File: config.mk
export PLATFORM = sky130hd
export DESIGN_NAME = mpms_sine
export DESIGN_NICKNAME = d
export VERILOG_FILES = /design/src/rtl/mpms_pkg.sv /design/src/rtl/mpms_sine.sv
export SDC_FILE = /design/constraint.sdc
export NUM_CORES = 2
export LEC_CHECK = 0
export BUFFER_PORTS_ARGS = -buffer_cell sky130_fd_sc_hd__buf_2
export CAP_MARGIN = 20
export CORE_MARGIN = 2
export CORE_UTILIZATION = 45
export DETAILED_ROUTE_END_ITERATION = 7
export HOLD_SLACK_MARGIN = 0.06
export PLACE_DENSITY_LB_ADDON = 0.25
export SLEW_MARGIN = 25
export SYNTH_ARGS = -nofsm -noshare
export SYNTH_HDL_FRONTEND = slang
export SYNTH_SLANG_ARGS = --single-unit
export TNS_END_PERCENT = 50
File: constraint.sdc
create_clock -name clk_i -period 12.5 [get_ports clk_i]
set_clock_uncertainty 0.1 [all_clocks]
set_input_delay 1.25 -clock clk_i [delete_from_list [all_inputs] [get_ports clk_i]]
set_output_delay 1.25 -clock clk_i [all_outputs]
set_load 0.01 [all_outputs]
File: src/rtl/mpms_pkg.sv
// ----------------------------------------------------------------------------
// mpms_pkg
// Shared types, constants and the sine helper stage function for the
// multitone phase-modulated sine sum.
// ----------------------------------------------------------------------------
package mpms_pkg;

  // Operation codes of an input item.
  localparam logic OP_EVAL = 1'b0;
  localparam logic OP_LOAD = 1'b1;

  // Sine polynomial coefficients.
  localparam logic [16:0] SIN_A = 17'd102944;
  localparam logic [15:0] SIN_B = 16'd42047;
  localparam logic [12:0] SIN_C = 13'd4640;

  // Phase split of the sine: quadrant and mirrored 17-bit offset.
  typedef struct packed {
    logic [1:0]  quad;
    logic [16:0] x;
  } sin_arg_t;

  function automatic sin_arg_t sin_prep(input logic [31:0] phase);
    sin_arg_t r;
    logic [16:0] x;
    x = {1'b0, phase[29:14]};
    r.quad = phase[31:30];
    r.x = phase[30] ? (17'd65536 - x) : x;
    return r;
  endfunction

endpackage

File: src/rtl/mpms_sine.sv
// ----------------------------------------------------------------------------
// mpms_sine
// Pipelined fifth-order polynomial sine, Q1.15 out, with a passthrough tag.
// Five register stages; advances when en_i is high.
// ----------------------------------------------------------------------------
module mpms_sine
  import mpms_pkg::*;
#(
  parameter int TAG_W = 8
) (
  input  logic                     clk_i,
  input  logic                     rst_ni,
  input  logic                     en_i,
  input  logic [31:0]              phase_i,
  input  logic [TAG_W-1:0]         tag_i,
  output logic signed [16:0]       sin_o,
  output logic [TAG_W-1:0]         tag_o
);

  sin_arg_t          a1_q, a2_q, a3_q, a4_q;
  logic [TAG_W-1:0]  t1_q, t2_q, t3_q, t4_q, t5_q;
  logic [16:0]       z2_q;
  logic [15:0]       t3_q_v;
  logic [16:0]       r_q;
  logic signed [16:0] s_q;
  logic [33:0]       sq;
  logic [29:0]       c1;
  logic [15:0]       t1v;
  logic [33:0]       t3p;
  logic [34:0]       rp;
  logic [32:0]       sp;
  logic [16:0]       sv;

  // Square of the offset, then the inner terms, then the outer product.
  assign sq  = 34'(a1_q.x) * 34'(a1_q.x);
  assign c1  = 30'(SIN_C) * 30'(z2_q);
  assign t1v = 16'(c1 >> 16);
  assign t3p = 34'(z2_q) * 34'(SIN_B - t1v);
  assign rp  = 35'(a3_q.x) * 35'(SIN_A - 17'(t3_q_v));
  assign sp  = 33'(r_q) * 33'd32767 + 33'd32768;
  assign sv  = (sp[32:16] > 17'd32767) ? 17'd32767 : sp[32:16];

  always_ff @(posedge clk_i) begin
    if (en_i) begin
      a1_q   <= sin_prep(phase_i);
      z2_q   <= 17'(sq >> 16);
      a2_q   <= a1_q;
      t3_q_v <= 16'(t3p >> 16);
      a3_q   <= a2_q;
      r_q    <= 17'(rp >> 16);
      a4_q   <= a3_q;
      s_q    <= a4_q.quad[1] ? -$signed(sv) : $signed(sv);
    end
  end

  // Tags carry the valid bits, so they start cleared.
  always_ff @(posedge clk_i or negedge rst_ni) begin
    if (!rst_ni) begin
      t1_q <= '0;
      t2_q <= '0;
      t3_q <= '0;
      t4_q <= '0;
      t5_q <= '0;
    end else if (en_i) begin
      t1_q <= tag_i;
      t2_q <= t1_q;
      t3_q <= t2_q;
      t4_q <= t3_q;
      t5_q <= t4_q;
    end
  end

  assign sin_o = s_q;
  assign tag_o = t5_q;

endmodule

==> results.json <==
{
  "status": "complete, no violations",
  "dp_hpwl_mm": 65.91,
  "syn_area_per_cell_um2": 9.755,
  "die-area_um2": 87150,
  "synth_edf_count": 122,
  "cts_htree_levels": 4,
  "overflow": 0,
  "multi_input_area_um2": 29440,
  "busiest_layer": "met2",
  "core_area_um2": 83820,
  "setup_viol": 0,
  "crit_type": "reg -> reg",
  "clk_pin_slew_ns": 0.08,
  "cts_tree": "done",
  "post_cts_resize_count": 0,
  "grt_util_met2_pct": 31.14,
  "grt_usage_pct": 19.82,
  "syn_to_final_growth_pct": 5.990,
  "final_cell_mix": "1004 x inv_1, 752 x fa_1, 480 x ha_1",
  "clock-sinks": 162,
  "firstDrtPassIters": 5,
  "hp-class": "reg -> reg",
  "tightest_slew_ns": 1.068,
  "cts_setup_buffers": 0,
  "fp.dieH_um": 295.2,
  "synth_cell_types": 85,
  "yosysWarnings": 0,
  "place_congestion": 0.8497,
  "die_w_um": 295.2,
  "synth_area_um2": 38160,
  "drc": 0,
  "cp-end-kind": "flip-flop",
  "slew_violations": 0,
  "synth_seq_cells": 162,
  "critPathMostFrequentCell": "fa_1",
  "clock-root-buffer": "clkbuf_16",
  "rows": 106,
  "wire_per_inst_um": 16.00,
  "grt_max_degree": 96,
  "use_met3_pct": 2.225,
  "synthFlopType": "edfxtp_1",
  "drive_above_1_share_pct": 5.342,
  "finalHoldViolations": 0,
  "seq_area_um2": 4664,
  "start_util_pct": 45.53,
  "crit_slowest_cell": "edfxtp_1",
  "ant_nets": 0,
  "maxSlewHeadroom_pct": 28.58,
  "rsz0062_at_grt": "no",
  "grt_use_met1_pct": 29.34,
  "nets": 5193,
  "drt-vias-per-instance": 5.021,
  "worstHoldStart": "a2_q[5]$_DFFE_PP_",
  "ios": 68,
  "fin_crit_ns": 11.42,
  "grt_pass1_wl_mm": 136.8,
  "crit_path_max_fanout": 19,
  "nFillCells": 8040,
  "critPathLaunchType": "flip-flop",
  "fmax_mhz": 87.55,
  "grt_pass1_vias": 26810,
  "drv_cap": 0,
  "cts-hold-fix-buffers": 0,
  "period_share_pct": 91.38,
  "crit_required_ns": 12.66,
  "arrival_ns": 11.58,
  "critPathMaxStageDelay_ns": 0.83,
  "final_common_cell": "inv_1",
  "rrSetupSlack_ns": 1.08,
  "synthesis.nets": 5187,
  "setup-tns-final_ns": 0,
  "wirelength_mm": 81.04,
  "cts_made_buffers": 17,
  "yosysSeqAreaShare_pct": 12.22,
  "r2r_cells": 36,
  "port_buffers": 53,
  "hold-path-endpoint": "a3_q[5]$_DFFE_PP_",
  "rr_startpoint": "z2_q[4]$_DFFE_PP_",
  "holdPathStages": 0,
  "netlist_instances": 3912,
  "drt-initial-drc-count": 1258,
  "r2r_end": "t3_q_v[15]$_DFFE_PP_",
  "async_reset_ff_share_pct": 24.69,
  "insertion_delay_ns": 0.50,
  "antenna_found_initial": 2,
  "vias": 25430,
  "antenna_cells": 0,
  "clockBufferDepth": 2
}
==> worst max path at each step <==
stage | slack [ns] | from | depth (start not counted) | to
6_report | 1.08 | z2_q[4]$_DFFE_PP_ | 36 | t3_q_v[15]$_DFFE_PP_
5_1_grt | 0.35 | z2_q[4]$_DFFE_PP_ | 36 | t3_q_v[15]$_DFFE_PP_
4_1_cts | 1.03 | z2_q[4]$_DFFE_PP_ | 36 | t3_q_v[15]$_DFFE_PP_
3_5_place_dp | 1.06 | z2_q[4]$_DFFE_PP_ | 36 | t3_q_v[15]$_DFFE_PP_
3_3_place_gp | 1.22 | z2_q[4]$_DFFE_PP_ | 36 | t3_q_v[15]$_DFFE_PP_
2_1_floorplan | 1.83 | z2_q[4]$_DFFE_PP_ | 39 | t3_q_v[15]$_DFFE_PP_
==> cell families after synthesis <==
| group | count (synthesis) | share of synthesized area [%] |
|---|---|---|
| AND/OR/NAND/NOR | 955 | 12.12 |
| multiplexers | 47 | 1.377 |
| AO/OA/AOI/OAI | 285 | 5.348 |
| adder cells (fa/ha/maj) | 1232 | 55.19 |
| flip-flops | 162 | 12.22 |
| XOR/XNOR | 121 | 2.777 |
| buffers and inverters | 1110 | 10.97 |
==> metrics by stage <==
step | worst slack (ns) | area, µm² | utilization, % | cells | hold WS, ns
2_1_floorplan | 1.831 | 38160 | - | 3912 | 0.3003
3_3_place_gp | 1.217 | 39830 | 47.52 | 5033 | 0.3008
3_5_place_dp | 1.061 | 39830 | 47.52 | 5033 | 0.3045
4_1_cts | 1.031 | 40420 | 48.22 | 5065 | 0.3174
5_1_grt | 0.3479 | 40450 | 48.26 | 5065 | 0.3250
6_report | 1.078 | 40450 | 48.26 | 5065 | 0.3083
==> registers in the layout, indices dropped and copies added (netlist names) <==
register,flops
a3_q,18
t2_q,8
z2_q,17
a2_q,18
r_q,17
sin_o,17
t1_q,8
t3_q_v,16
t3_q,8
t4_q,8
a4_q,1
tag_o,8
a1_q,18
==> worst max-delay path, delay by kind of cell (launching register included) <==
| kind | cells | cell delay, ns |
|---|---|---|
| fa+ha+maj | 12 | 4.91 |
| compound gates | 13 | 3.48 |
| simple gates | 4 | 1.13 |
| buf+inv | 4 | 0.39 |
| xor+xnor | 3 | 0.35 |
| flops | 1 | 0.83 |
==> layer usage <==
| metal | up-vias | share of wire (%) |
|---|---|---|
| li1 | 11910 | - |
| met1 | 12990 | 48 |
| met2 | 461 | 46 |
| met3 | 75 | 4.3 |
| met4 | 0 | 1.7 |
| met5 | - | 0 |
==> final cells by class <==
cell class / count / share of cell area [%]
Multi-Input combinational cell: 2640 / 72.78
Clock inverter: 11 / 0.2815
Inverter: 1004 / 9.317
Sequential cell: 162 / 11.53
Tap cell: 1134 / 3.508
Clock buffer: 21 / 1.169
Timing Repair Buffer: 93 / 1.414
==> cell usage after synthesis (17+ instances only) <==
cell      count  share of area [%]
xor2_1       40               0.92
o21ai_0      34               0.45
fa_1        752                 39
a21oi_1      72               0.94
xnor2_1      81                1.9
mux2_2       44                1.3
and2_1      208                3.4
edfxtp_1    122                9.6
clkbuf_1     95               0.93
inv_1      1004                9.9
nor2_1       81               0.80
nand2b_1     24               0.39
nor2b_1      80                1.3
a21o_1       45               0.89
o21a_1       17               0.33
nor3_1       20               0.26
dfrtp_1      40                2.6
ha_1        480                 16
nand2_1     462                4.5
Power is left out: the tool's default activity adds up to more than one toggle a clock period on the data nets, which glitch-free logic cannot reach.
